### src/rtl/pad_source_address_generator_top_defines.svh
// Assertion macros shared by the RTL
`ifndef PAD_SOURCE_ADDRESS_GENERATOR_TOP_DEFINES_SVH
`define PAD_SOURCE_ADDRESS_GENERATOR_TOP_DEFINES_SVH

// Same-cycle implication
`define PSAG_ASSERT_NOW(lbl, clk, rst_n, ante, cons, msg) \
    lbl: assert property (@(posedge clk) disable iff (!rst_n) (ante) |-> (cons)) \
        else $error(msg);

// Next-cycle implication
`define PSAG_ASSERT_NEXT(lbl, clk, rst_n, ante, cons, msg) \
    lbl: assert property (@(posedge clk) disable iff (!rst_n) (ante) |=> (cons)) \
        else $error(msg);

`endif

### src/rtl/psag_pkg.sv
`default_nettype none
package psag_pkg;

    localparam int RANK_DEF       = 4;
    localparam int DIM_BITS_DEF   = 16;
    localparam int INDEX_BITS_DEF = 32;

    localparam int REG_BITS     = 64;
    localparam int CFG_IDX_BITS = 2;
    localparam int SRC_IDX_BITS = 32;

    localparam logic [CFG_IDX_BITS-1:0] CFG_PAD_MODE  = 2'd0;
    localparam logic [CFG_IDX_BITS-1:0] CFG_IN_SHAPE  = 2'd1;
    localparam logic [CFG_IDX_BITS-1:0] CFG_OUT_SHAPE = 2'd2;
    localparam logic [CFG_IDX_BITS-1:0] CFG_PAD_BEGIN = 2'd3;

    localparam logic [63:0] SHAPE_RESET = 64'd281479271743489;

    typedef enum logic [1:0] {
        MODE_CONST   = 2'd0,
        MODE_REFLECT = 2'd1,
        MODE_EDGE    = 2'd2,
        MODE_WRAP    = 2'd3
    } t_pad_mode;

    typedef enum logic [2:0] {
        S_IDLE,
        S_DIM,
        S_DIV,
        S_FIX,
        S_MUL,
        S_ADD,
        S_OUT
    } t_back_state;

    // Per-dimension field of a packed register; fields past the register read as dflt
    function automatic logic [63:0] field_of(input logic [63:0] reg_v, input int d,
                                             input int dim_bits, input logic [63:0] dflt);
        int          sh;
        logic [63:0] mask;
        sh   = d * dim_bits;
        mask = (64'd1 << dim_bits) - 64'd1;
        if (sh >= 64) begin
            return dflt;
        end
        return (reg_v >> sh) & mask;
    endfunction

endpackage
`default_nettype wire

### src/rtl/psag_fifo.sv
`default_nettype none
module psag_fifo import psag_pkg::*; #(
    parameter int WIDTH = 8,
    parameter int DEPTH = 2
) (
    input  wire logic             i_clk,
    input  wire logic             i_rst_n,
    input  wire logic             i_push,
    input  wire logic [WIDTH-1:0] i_data,
    output logic                  o_full,
    input  wire logic             i_pop,
    output logic [WIDTH-1:0]      o_data,
    output logic                  o_empty
);
    localparam int AW = (DEPTH > 1) ? $clog2(DEPTH) : 1;
    localparam int CW = $clog2(DEPTH + 1);

    logic [WIDTH-1:0] r_mem [DEPTH];
    logic [AW-1:0]    r_wp, r_rp, n_wp, n_rp;
    logic [CW-1:0]    r_cnt;

    assign o_full  = (r_cnt == CW'(DEPTH));
    assign o_empty = (r_cnt == '0);
    assign o_data  = r_mem[r_rp];

    always_comb begin
        n_wp = (r_wp == AW'(DEPTH - 1)) ? '0 : r_wp + AW'(1);
        n_rp = (r_rp == AW'(DEPTH - 1)) ? '0 : r_rp + AW'(1);
    end

    always_ff @(posedge i_clk) begin
        if (!i_rst_n) begin
            r_wp  <= '0;
            r_rp  <= '0;
            r_cnt <= '0;
        end else begin
            if (i_push) begin
                r_wp <= n_wp;
            end
            if (i_pop) begin
                r_rp <= n_rp;
            end
            if (i_push && !i_pop) begin
                r_cnt <= r_cnt + CW'(1);
            end else if (i_pop && !i_push) begin
                r_cnt <= r_cnt - CW'(1);
            end
        end
    end

    always_ff @(posedge i_clk) begin
        if (i_push) begin
            r_mem[r_wp] <= i_data;
        end
    end
endmodule
`default_nettype wire

### src/rtl/psag_front.sv
`default_nettype none
module psag_front import psag_pkg::*; #(
    parameter int RANK     = RANK_DEF,
    parameter int DIM_BITS = DIM_BITS_DEF
) (
    input  wire logic                          i_clk,
    input  wire logic                          i_rst_n,
    input  wire logic [REG_BITS-1:0]           i_out_shape,
    input  wire logic [REG_BITS-1:0]           i_pad_begin,
    input  wire logic                          i_valid,
    input  wire logic                          i_restart,
    input  wire logic                          i_room,
    output logic                               o_ready,
    output logic                               o_push,
    output logic [RANK*(DIM_BITS+2):0]         o_entry
);
    localparam int CW = DIM_BITS + 2;

    logic [DIM_BITS-1:0] r_coord [RANK];
    logic [DIM_BITS-1:0] n_coord [RANK];
    logic [DIM_BITS-1:0] w_base  [RANK];
    logic [DIM_BITS-1:0] w_olen  [RANK];
    logic [DIM_BITS-1:0] w_pad   [RANK];
    logic                w_last;
    logic                w_carry;

    assign o_ready = i_room;
    assign o_push  = i_valid && i_room;

    always_comb begin
        w_last  = 1'b1;
        w_carry = 1'b1;
        for (int d = 0; d < RANK; d++) begin
            w_olen[d] = DIM_BITS'(field_of(i_out_shape, d, DIM_BITS, 64'd1));
            if (w_olen[d] == '0) begin
                w_olen[d] = DIM_BITS'(1);
            end
            w_pad[d]  = DIM_BITS'(field_of(i_pad_begin, d, DIM_BITS, 64'd0));
            w_base[d] = i_restart ? '0 : r_coord[d];
            if (w_base[d] < w_olen[d] - DIM_BITS'(1)) begin
                w_last = 1'b0;
            end
            o_entry[d*CW +: CW] = CW'(w_base[d]) - CW'($signed(w_pad[d]));
        end
        o_entry[RANK*CW] = w_last;
        // innermost dimension counts fastest; a stale coordinate wraps to zero
        for (int d = 0; d < RANK; d++) begin
            n_coord[d] = w_base[d];
            if (w_carry) begin
                if ({1'b0, w_base[d]} + (DIM_BITS+1)'(1) >= {1'b0, w_olen[d]}) begin
                    n_coord[d] = '0;
                end else begin
                    n_coord[d] = w_base[d] + DIM_BITS'(1);
                    w_carry    = 1'b0;
                end
            end
        end
    end

    always_ff @(posedge i_clk) begin
        if (!i_rst_n) begin
            for (int d = 0; d < RANK; d++) begin
                r_coord[d] <= '0;
            end
        end else if (o_push) begin
            r_coord <= n_coord;
        end
    end
endmodule
`default_nettype wire

### src/rtl/psag_back.sv
`default_nettype none
module psag_back import psag_pkg::*; #(
    parameter int RANK       = RANK_DEF,
    parameter int DIM_BITS   = DIM_BITS_DEF,
    parameter int INDEX_BITS = INDEX_BITS_DEF
) (
    input  wire logic                      i_clk,
    input  wire logic                      i_rst_n,
    input  wire logic [1:0]                i_pad_mode,
    input  wire logic [REG_BITS-1:0]       i_in_shape,
    input  wire logic                      i_empty,
    input  wire logic [RANK*(DIM_BITS+2):0] i_entry,
    output logic                           o_pop,
    output logic                           o_valid,
    input  wire logic                      i_ready,
    output logic [SRC_IDX_BITS-1:0]        o_src_index,
    output logic                           o_use_constant,
    output logic                           o_index_overflow,
    output logic                           o_last
);
    localparam int CW  = DIM_BITS + 2;
    localparam int MW  = DIM_BITS + 1;
    localparam int OB  = (INDEX_BITS < SRC_IDX_BITS) ? INDEX_BITS : SRC_IDX_BITS;
    localparam int PW  = OB + DIM_BITS;
    localparam int DW  = (RANK > 1) ? $clog2(RANK) : 1;
    localparam int NW  = $clog2(MW + 1);

    t_back_state r_state, n_state;

    logic [RANK*CW:0]     r_entry;
    logic [DW-1:0]        r_dim;
    logic [DIM_BITS-1:0]  r_len;
    logic [MW-1:0]        r_m;
    logic [MW-1:0]        r_rem;
    logic [MW-1:0]        r_num;
    logic [NW-1:0]        r_cnt;
    logic                 r_neg;
    logic [DIM_BITS-1:0]  r_val;
    logic [OB-1:0]        r_idx;
    logic [PW-1:0]        r_prod;
    logic                 r_uc;
    logic                 r_ovf;

    logic [DIM_BITS-1:0]  w_len;
    logic signed [CW-1:0] w_c;
    logic                 w_in_range;
    logic                 w_const_dim;
    logic                 w_direct;
    logic                 w_div;
    logic [DIM_BITS-1:0]  w_direct_val;
    logic [MW-1:0]        w_m;
    logic [MW-1:0]        w_abs;
    logic [MW:0]          w_rem_sh;
    logic [MW-1:0]        w_rem_nx;
    logic [MW-1:0]        w_k0;
    logic [MW-1:0]        w_k1;
    logic [PW-1:0]        w_prod;
    logic [PW:0]          w_sum;
    logic                 w_add_ovf;
    logic                 w_last_dim;
    t_pad_mode            w_mode;

    assign w_mode     = t_pad_mode'(i_pad_mode);
    assign w_last_dim = (r_dim == '0);

    always_comb begin
        w_len      = DIM_BITS'(field_of(i_in_shape, int'(r_dim), DIM_BITS, 64'd1));
        w_c        = $signed(r_entry[r_dim*CW +: CW]);
        w_in_range = !w_c[CW-1] && (w_c < $signed({2'b00, w_len}));
        w_abs      = w_c[CW-1] ? MW'(-w_c) : MW'(w_c);
        w_m        = (w_mode == MODE_REFLECT) ? ({1'b0, w_len} << 1) - MW'(2)
                                              : {1'b0, w_len};
        w_const_dim  = 1'b0;
        w_direct     = 1'b0;
        w_div        = 1'b0;
        w_direct_val = w_c[DIM_BITS-1:0];
        if (w_len == '0) begin
            w_const_dim = 1'b1;
        end else if (w_in_range) begin
            w_direct = 1'b1;
        end else begin
            unique case (w_mode)
                MODE_CONST: w_const_dim = 1'b1;
                MODE_EDGE: begin
                    w_direct     = 1'b1;
                    w_direct_val = w_c[CW-1] ? '0 : w_len - DIM_BITS'(1);
                end
                MODE_REFLECT: begin
                    if (w_len == DIM_BITS'(1)) begin
                        w_direct     = 1'b1;
                        w_direct_val = '0;
                    end else begin
                        w_div = 1'b1;
                    end
                end
                MODE_WRAP: w_div = 1'b1;
                default: w_const_dim = 1'b1;
            endcase
        end
    end

    // one restoring-division bit per cycle
    always_comb begin
        w_rem_sh = {r_rem, r_num[MW-1]};
        w_rem_nx = (w_rem_sh >= {1'b0, r_m}) ? MW'(w_rem_sh - {1'b0, r_m}) : MW'(w_rem_sh);
    end

    always_comb begin
        w_k0 = (r_neg && r_rem != '0) ? r_m - r_rem : r_rem;
        w_k1 = (w_mode == MODE_REFLECT && w_k0 >= {1'b0, r_len}) ? r_m - w_k0 : w_k0;
    end

    always_comb begin
        w_prod    = PW'(r_idx) * PW'(r_len);
        w_sum     = {1'b0, r_prod} + (PW+1)'(r_val);
        w_add_ovf = (r_prod > PW'({OB{1'b1}})) || (w_sum > (PW+1)'({OB{1'b1}}));
    end

    always_comb begin
        n_state = r_state;
        unique case (r_state)
            S_IDLE: if (!i_empty) n_state = S_DIM;
            S_DIM: begin
                if (w_div) begin
                    n_state = S_DIV;
                end else if (w_direct) begin
                    n_state = S_MUL;
                end else begin
                    n_state = w_last_dim ? S_OUT : S_DIM;
                end
            end
            S_DIV: if (r_cnt == NW'(1)) n_state = S_FIX;
            S_FIX: n_state = S_MUL;
            S_MUL: begin
                if (r_ovf) begin
                    n_state = w_last_dim ? S_OUT : S_DIM;
                end else begin
                    n_state = S_ADD;
                end
            end
            S_ADD: n_state = w_last_dim ? S_OUT : S_DIM;
            S_OUT: if (i_ready) n_state = S_IDLE;
            default: n_state = S_IDLE;
        endcase
    end

    always_comb begin
        o_pop            = (r_state == S_IDLE) && !i_empty;
        o_valid          = (r_state == S_OUT);
        o_use_constant   = r_uc;
        o_index_overflow = r_ovf && !r_uc;
        o_src_index      = (r_uc || r_ovf) ? '0 : SRC_IDX_BITS'(r_idx);
        o_last           = r_entry[RANK*CW];
    end

    always_ff @(posedge i_clk) begin
        if (!i_rst_n) begin
            r_state <= S_IDLE;
        end else begin
            r_state <= n_state;
        end
    end

    always_ff @(posedge i_clk) begin
        unique case (r_state)
            S_IDLE: begin
                if (!i_empty) begin
                    r_entry <= i_entry;
                    r_dim   <= DW'(RANK - 1);
                    r_idx   <= '0;
                    r_uc    <= 1'b0;
                    r_ovf   <= 1'b0;
                end
            end
            S_DIM: begin
                r_len <= w_len;
                r_m   <= w_m;
                r_neg <= w_c[CW-1];
                r_num <= w_abs;
                r_rem <= '0;
                r_cnt <= NW'(MW);
                r_val <= w_direct_val;
                if (w_const_dim) begin
                    r_uc <= 1'b1;
                    if (!w_last_dim) begin
                        r_dim <= r_dim - DW'(1);
                    end
                end
            end
            S_DIV: begin
                r_rem <= w_rem_nx;
                r_num <= r_num << 1;
                r_cnt <= r_cnt - NW'(1);
            end
            S_FIX: r_val <= DIM_BITS'(w_k1);
            S_MUL: begin
                r_prod <= w_prod;
                if (r_ovf && !w_last_dim) begin
                    r_dim <= r_dim - DW'(1);
                end
            end
            S_ADD: begin
                if (w_add_ovf) begin
                    r_ovf <= 1'b1;
                end else begin
                    r_idx <= OB'(w_sum);
                end
                if (!w_last_dim) begin
                    r_dim <= r_dim - DW'(1);
                end
            end
            S_OUT: ;
            default: ;
        endcase
    end
endmodule
`default_nettype wire

### src/rtl/pad_source_address_generator_top.sv
// Channel  Handshake                Payload
// config   i_cfg_we                 i_cfg_index, i_cfg_data
// input    i_valid / o_ready        i_restart
// output   o_valid / i_ready        o_src_index, o_use_constant, o_index_overflow, o_last
//
// The front steps the output coordinates once per accepted beat and queues two beats.
// The back walks dimensions outermost first: S_DIM, S_MUL and S_ADD for in-range or edge,
// S_DIM alone for constant, S_DIM and S_MUL after overflow; reflect or wrap inserts S_DIV
// (the modulo unit) and S_FIX before S_MUL. The back pops a beat only after the last leaves S_OUT.
// Reset is synchronous, active low; registers return to their default shapes.
// A stalled output holds the back; the front keeps accepting until the queue fills.
`default_nettype none
`include "pad_source_address_generator_top_defines.svh"
module pad_source_address_generator_top import psag_pkg::*; #(
    parameter int RANK       = RANK_DEF,
    parameter int DIM_BITS   = DIM_BITS_DEF,
    parameter int INDEX_BITS = INDEX_BITS_DEF
) (
    input  wire logic                    i_clk,
    input  wire logic                    i_rst_n,
    input  wire logic                    i_cfg_we,
    input  wire logic [CFG_IDX_BITS-1:0] i_cfg_index,
    input  wire logic [REG_BITS-1:0]     i_cfg_data,
    input  wire logic                    i_valid,
    output logic                         o_ready,
    input  wire logic                    i_restart,
    output logic                         o_valid,
    input  wire logic                    i_ready,
    output logic [SRC_IDX_BITS-1:0]      o_src_index,
    output logic                         o_use_constant,
    output logic                         o_index_overflow,
    output logic                         o_last
);
    localparam int EW = RANK * (DIM_BITS + 2) + 1;

    logic [1:0]          r_pad_mode;
    logic [REG_BITS-1:0] r_in_shape;
    logic [REG_BITS-1:0] r_out_shape;
    logic [REG_BITS-1:0] r_pad_begin;

    logic          w_push, w_pop, w_full, w_empty;
    logic [EW-1:0] w_front_entry, w_back_entry;

    always_ff @(posedge i_clk) begin
        if (!i_rst_n) begin
            r_pad_mode  <= MODE_CONST;
            r_in_shape  <= SHAPE_RESET;
            r_out_shape <= SHAPE_RESET;
            r_pad_begin <= '0;
        end else if (i_cfg_we) begin
            unique case (i_cfg_index)
                CFG_PAD_MODE:  r_pad_mode  <= i_cfg_data[1:0];
                CFG_IN_SHAPE:  r_in_shape  <= i_cfg_data;
                CFG_OUT_SHAPE: r_out_shape <= i_cfg_data;
                CFG_PAD_BEGIN: r_pad_begin <= i_cfg_data;
                default: ;
            endcase
        end
    end

    psag_front #(.RANK(RANK), .DIM_BITS(DIM_BITS)) u_front (
        .i_clk       (i_clk),
        .i_rst_n     (i_rst_n),
        .i_out_shape (r_out_shape),
        .i_pad_begin (r_pad_begin),
        .i_valid     (i_valid),
        .i_restart   (i_restart),
        .i_room      (!w_full),
        .o_ready     (o_ready),
        .o_push      (w_push),
        .o_entry     (w_front_entry)
    );

    psag_fifo #(.WIDTH(EW), .DEPTH(2)) u_fifo (
        .i_clk   (i_clk),
        .i_rst_n (i_rst_n),
        .i_push  (w_push),
        .i_data  (w_front_entry),
        .o_full  (w_full),
        .i_pop   (w_pop),
        .o_data  (w_back_entry),
        .o_empty (w_empty)
    );

    psag_back #(.RANK(RANK), .DIM_BITS(DIM_BITS), .INDEX_BITS(INDEX_BITS)) u_back (
        .i_clk            (i_clk),
        .i_rst_n          (i_rst_n),
        .i_pad_mode       (r_pad_mode),
        .i_in_shape       (r_in_shape),
        .i_empty          (w_empty),
        .i_entry          (w_back_entry),
        .o_pop            (w_pop),
        .o_valid          (o_valid),
        .i_ready          (i_ready),
        .o_src_index      (o_src_index),
        .o_use_constant   (o_use_constant),
        .o_index_overflow (o_index_overflow),
        .o_last           (o_last)
    );

    `PSAG_ASSERT_NOW(a_const_clean, i_clk, i_rst_n, o_valid && o_use_constant, o_src_index == '0 && !o_index_overflow, "constant beat carries an index")
    `PSAG_ASSERT_NOW(a_ovf_zero, i_clk, i_rst_n, o_valid && o_index_overflow, o_src_index == '0, "overflow beat carries an index")
    `PSAG_ASSERT_NOW(a_no_push_full, i_clk, i_rst_n, w_full, !w_push, "push into full queue")
    `PSAG_ASSERT_NEXT(a_pop_fills, i_clk, i_rst_n, w_pop, !o_valid, "pop while result pending")
endmodule
`default_nettype wire

### config.mk
export PLATFORM = sky130hd
export DESIGN_NAME = pad_source_address_generator_top
export DESIGN_NICKNAME = d
export VERILOG_FILES = /design/src/rtl/psag_pkg.sv /design/src/rtl/psag_fifo.sv /design/src/rtl/psag_front.sv /design/src/rtl/psag_back.sv /design/src/rtl/pad_source_address_generator_top.sv
export VERILOG_INCLUDE_DIRS = /design/src /design/src/rtl
export SDC_FILE = /design/constraint.sdc
export NUM_CORES = 2
export LEC_CHECK = 0
export BUFFER_PORTS_ARGS = -buffer_cell sky130_fd_sc_hd__buf_2
export CORE_AREA = 2 2 307 309
export DETAILED_ROUTE_END_ITERATION = 12
export DIE_AREA = 0 0 309 311
export PLACE_DENSITY = 0.85
export SETUP_SLACK_MARGIN = 0.1
export SLEW_MARGIN = 5
export SYNTH_ARGS = -nofsm -noshare
export SYNTH_HDL_FRONTEND = slang
export SYNTH_HIERARCHICAL = 1
export SYNTH_SLANG_ARGS = --single-unit
export TNS_END_PERCENT = 20
### constraint.sdc
create_clock -name i_clk -period 11.3 [get_ports i_clk]
set_input_delay 0.565 -clock i_clk [delete_from_list [all_inputs] [get_ports i_clk]]
set_output_delay 0.565 -clock i_clk [all_outputs]
set_load 0.01 [all_outputs]
==> impl_metrics.py <==
metrics = {
    "critical_path": {
        "worstPathCellList": "and2_1 > fa_1 > inv_1 > fa_1 > fa_1 > inv_1 > fa_1 > fa_1 > inv_1 > fa_1 > inv_1 > ha_1 > nand2_1 > o2111ai_1 > nand3_1 > o21ai_1 > a211oi_1 > o41ai_2 > a21oi_1 > o41ai_1 > xor2_1",
        "max_stage_delay_ps": 1230,
        "r2r-end": "u_back/r_prod[45]",
        "ff2ff_path_depth": 21,
        "worst-path-max-fanout": 33,
        "reg2reg_slack_ps": 3390,
        "cp-end-kind": "flip-flop",
        "start_kind": "flip-flop",
        "crit_required_ps": 11650,
        "startpoint": "u_back/r_len[6]",
        "critPathSlowestCell": "edfxtp_1",
        "crit_type": "reg2reg",
        "cpMostUsedCell": "fa_1",
        "arrival_ps": 8260,
        "rr_startpoint": "u_back/r_len[6]",
    },
    "routing": {
        "antenna_left": 0,
        "drc_errors": 0,
        "vias": 42695,
        "detail_route.vias_per_cell": 6.09,
        "routed.top_layer": "met5",
        "drt-initial-drc-count": 4191,
        "met3_wirelength_um": 14200,
        "drt_wl_total_um": 148000,
        "drtPass1Iterations": 6,
        "wl_met1_um": 55200,
        "dr_wl_met2_um": 70400,
        "wl_per_cell_um": 21.1,
    },
    "clock_network": {
        "cts_hold_buf": 0,
        "cts_made_buffers": 72,
        "cts.sink_count": 658,
        "clockBufferDepth": 3,
        "postCtsSetupBuffers": 0,
        "clk_pin_slew_ps": 70,
        "cts_tree": "built",
        "clock_latency_ps": 630,
        "cts_root_buf": "clkbuf_16",
        "h-tree-depth": 3,
        "post_cts_resize_count": 0,
    },
    "floorplan": {
        "core_area_mm2": 0.0928,
        "initial_utilization_pct": 59.6,
        "fp.dieArea_mm2": 0.0961,
        "die_y_um": 311,
        "ios": 109,
        "die_w_um": 309,
        "row_count": 112,
    },
    "synthesis": {
        "yosysWarnings": 6,
        "synth.top_cells.by_count": "nand2_1, inv_1, ha_1, fa_1, edfxtp_1",
        "ys_seq_area_share_pct": 30.9,
        "synth_cell_types": 108,
        "synth_nets": 6631,
        "ys.flop_type": "edfxtp_1",
        "synthCells": 5703,
        "synth_async_sr_flop_share_pct": 0,
        "synth_top_area_share_pct": 21.3,
        "ys_ff_latch": 658,
        "synth_edf_count": 392,
        "synth_top_cell_by_area": "edfxtp_1",
        "syn_area_per_cell_um2": 9.69,
        "synthesis.area_mm2": 0.0553,
        "yosysMostFrequentCell": "nand2_1",
        "synth.area.top_cells": "edfxtp_1, fa_1, ha_1",
    },
    "timing": {
        "max_freq_mhz": 126,
        "rsz0062_at_grt": "false",
        "relSlewSlack_pct": 11.8,
        "drv_slew": 0,
        "finalHoldViolations": 0,
        "final_min_period_over_clock_period_pct": 70.0,
        "setup-tns-final_ps": 0,
        "hold_ws_ps": 206,
        "tightest_slew_ps": 1320,
        "finClkSkew_ps": 48.2,
        "layout_min_cycle_time_ps": 7910,
        "setup_violations": 0,
    },
    "hold_path": {
        "holdCritPathClass": "in2reg",
        "worstHoldStart": "i_cfg_data[32]",
        "whs_path_depth": 3,
        "hold_path_end": "r_pad_begin[32]",
    },
    "finish": {
        "seq_area_mm2": 0.0171,
        "layout.nets": 6625,
        "multi_input_area_mm2": 0.0343,
        "nFillCells": 7003,
        "areaGrowthSynthToFinish_pct": 6.81,
        "drive_gt1_share_pct": 8.08,
    },
    "place": {
        "gp_congestion": 0.959,
        "port_buffers": 108,
        "hpwl_um": 107000,
    },
    "global_route": {
        "grt_usage_pct": 30.9,
        "grt_overflow": 0,
        "grt_pass1_vias": 43146,
        "grt_first_pass_wirelength_um": 234000,
        "antenna_found_initial": 3,
        "grt_max_degree": 93,
    },
    "status": {
        "status": "complete, no violations",
    },
    "run": {
        "maxCapViolCount": 0,
    },
}
==> worst max-delay path by stage <==
| stage | to | slack (ps) | depth (start not counted) |
|---|---|---|---|
| final | u_back/r_prod[45] | 3390 | 21 |
| after global routing | u_back/r_prod[45] | 3030 | 21 |
| after CTS | u_back/r_prod[45] | 3580 | 21 |
| after detailed placement | u_back/r_prod[45] | 3560 | 21 |
| after global placement | u_back/r_prod[45] | 3720 | 21 |
| after floorplan | u_back/r_idx[0] | 1890 | 3 |
==> state kept, by name, indices dropped and copies added (netlist names), 2 cells and up, named ones only <==
name,count
u_back/r_entry,73
u_fifo/r_cnt,2
u_back/r_dim,2
u_back/r_len,16
r_pad_begin,64
r_out_shape,64
u_back/r_cnt,5
u_back/r_state,3
u_back/r_rem,17
u_back/r_m,17
u_front/r_coord,64
u_back/r_prod,48
u_fifo/r_mem,146
r_pad_mode,2
u_back/r_idx,32
u_back/r_num,17
r_in_shape,64
u_back/r_val,16
==> cells in the final DEF (no fill, tap or decap), types with 51 or more instances in the layout <==
cell         n
inv_1      745
nand2_1    753
nor3_1      81
edfxtp_1   392
mux2_2      77
xor2_1      82
clkbuf_16   74
buf_2      106
fa_1       426
nor2_1     259
mux2i_1    226
xnor2_1    214
a21o_1      72
ha_1       430
and2_1     262
nand2b_1    54
dfxtp_1    265
a21oi_1    225
nand3_1     84
o21ai_0    161
nor2b_1     93
nand4_1     51
==> layout make-up <==
type	instances	share of cell area [%]
Sequential cell	658	29.0
Tap cell	1254	2.66
Clock buffer	94	3.36
Inverter	749	4.76
Antenna cell	1	0.00424
Clock inverter	35	0.733
Timing Repair Buffer	150	1.47
Multi-Input combinational cell	4066	58.1
==> per-stage QoR <==
stage	worst slack, ps	cell area [um2]	util (%)	std cells
floorplan	1890	55300	-	5703
global placement	3720	56600	61.0	6877
detailed placement	3560	56600	61.0	6877
CTS	3580	59000	63.6	7006
global route	3030	59000	63.6	7006
finish	3390	59000	63.7	7007
==> cell families (layout without fill, tap and decap cells) <==
group                      count (synthesis)  in the layout  share of synthesized area, %
AOI/OAI and AO/OA                        764            764                          9.02
other                                      0              1                             0
buffers and inverters                    979           1028                          7.23
and+or+nand+nor                         1814           1814                          16.0
muxes                                    336            336                          7.00
DFF                                      658            658                          30.9
xor gates and xnor gates                 296            296                          4.69
adders and majority gates                856            856                          25.2
==> worst max-delay path, delay by kind of cell (launching register included) <==
kind | cells | cell delay [ps]
buffers and inverters | 4 | 230
and+or+nand+nor | 3 | 590
adders and majority gates | 7 | 3230
DFF | 1 | 1230
xor gates and xnor gates | 1 | 140
AOI/OAI and AO/OA | 6 | 2250
==> metal layers <==
metal / vias to the layer above / global-route usage (%)
met5: - / 0
met4: 2 / 14.7
met3: 508 / 4.89
met2: 2305 / 51.0
met1: 20774 / 39.6
li1: 19106 / -
Power is not shown: default switching activity piles up to over one toggle a cycle in this logic, so the estimate is an artifact.
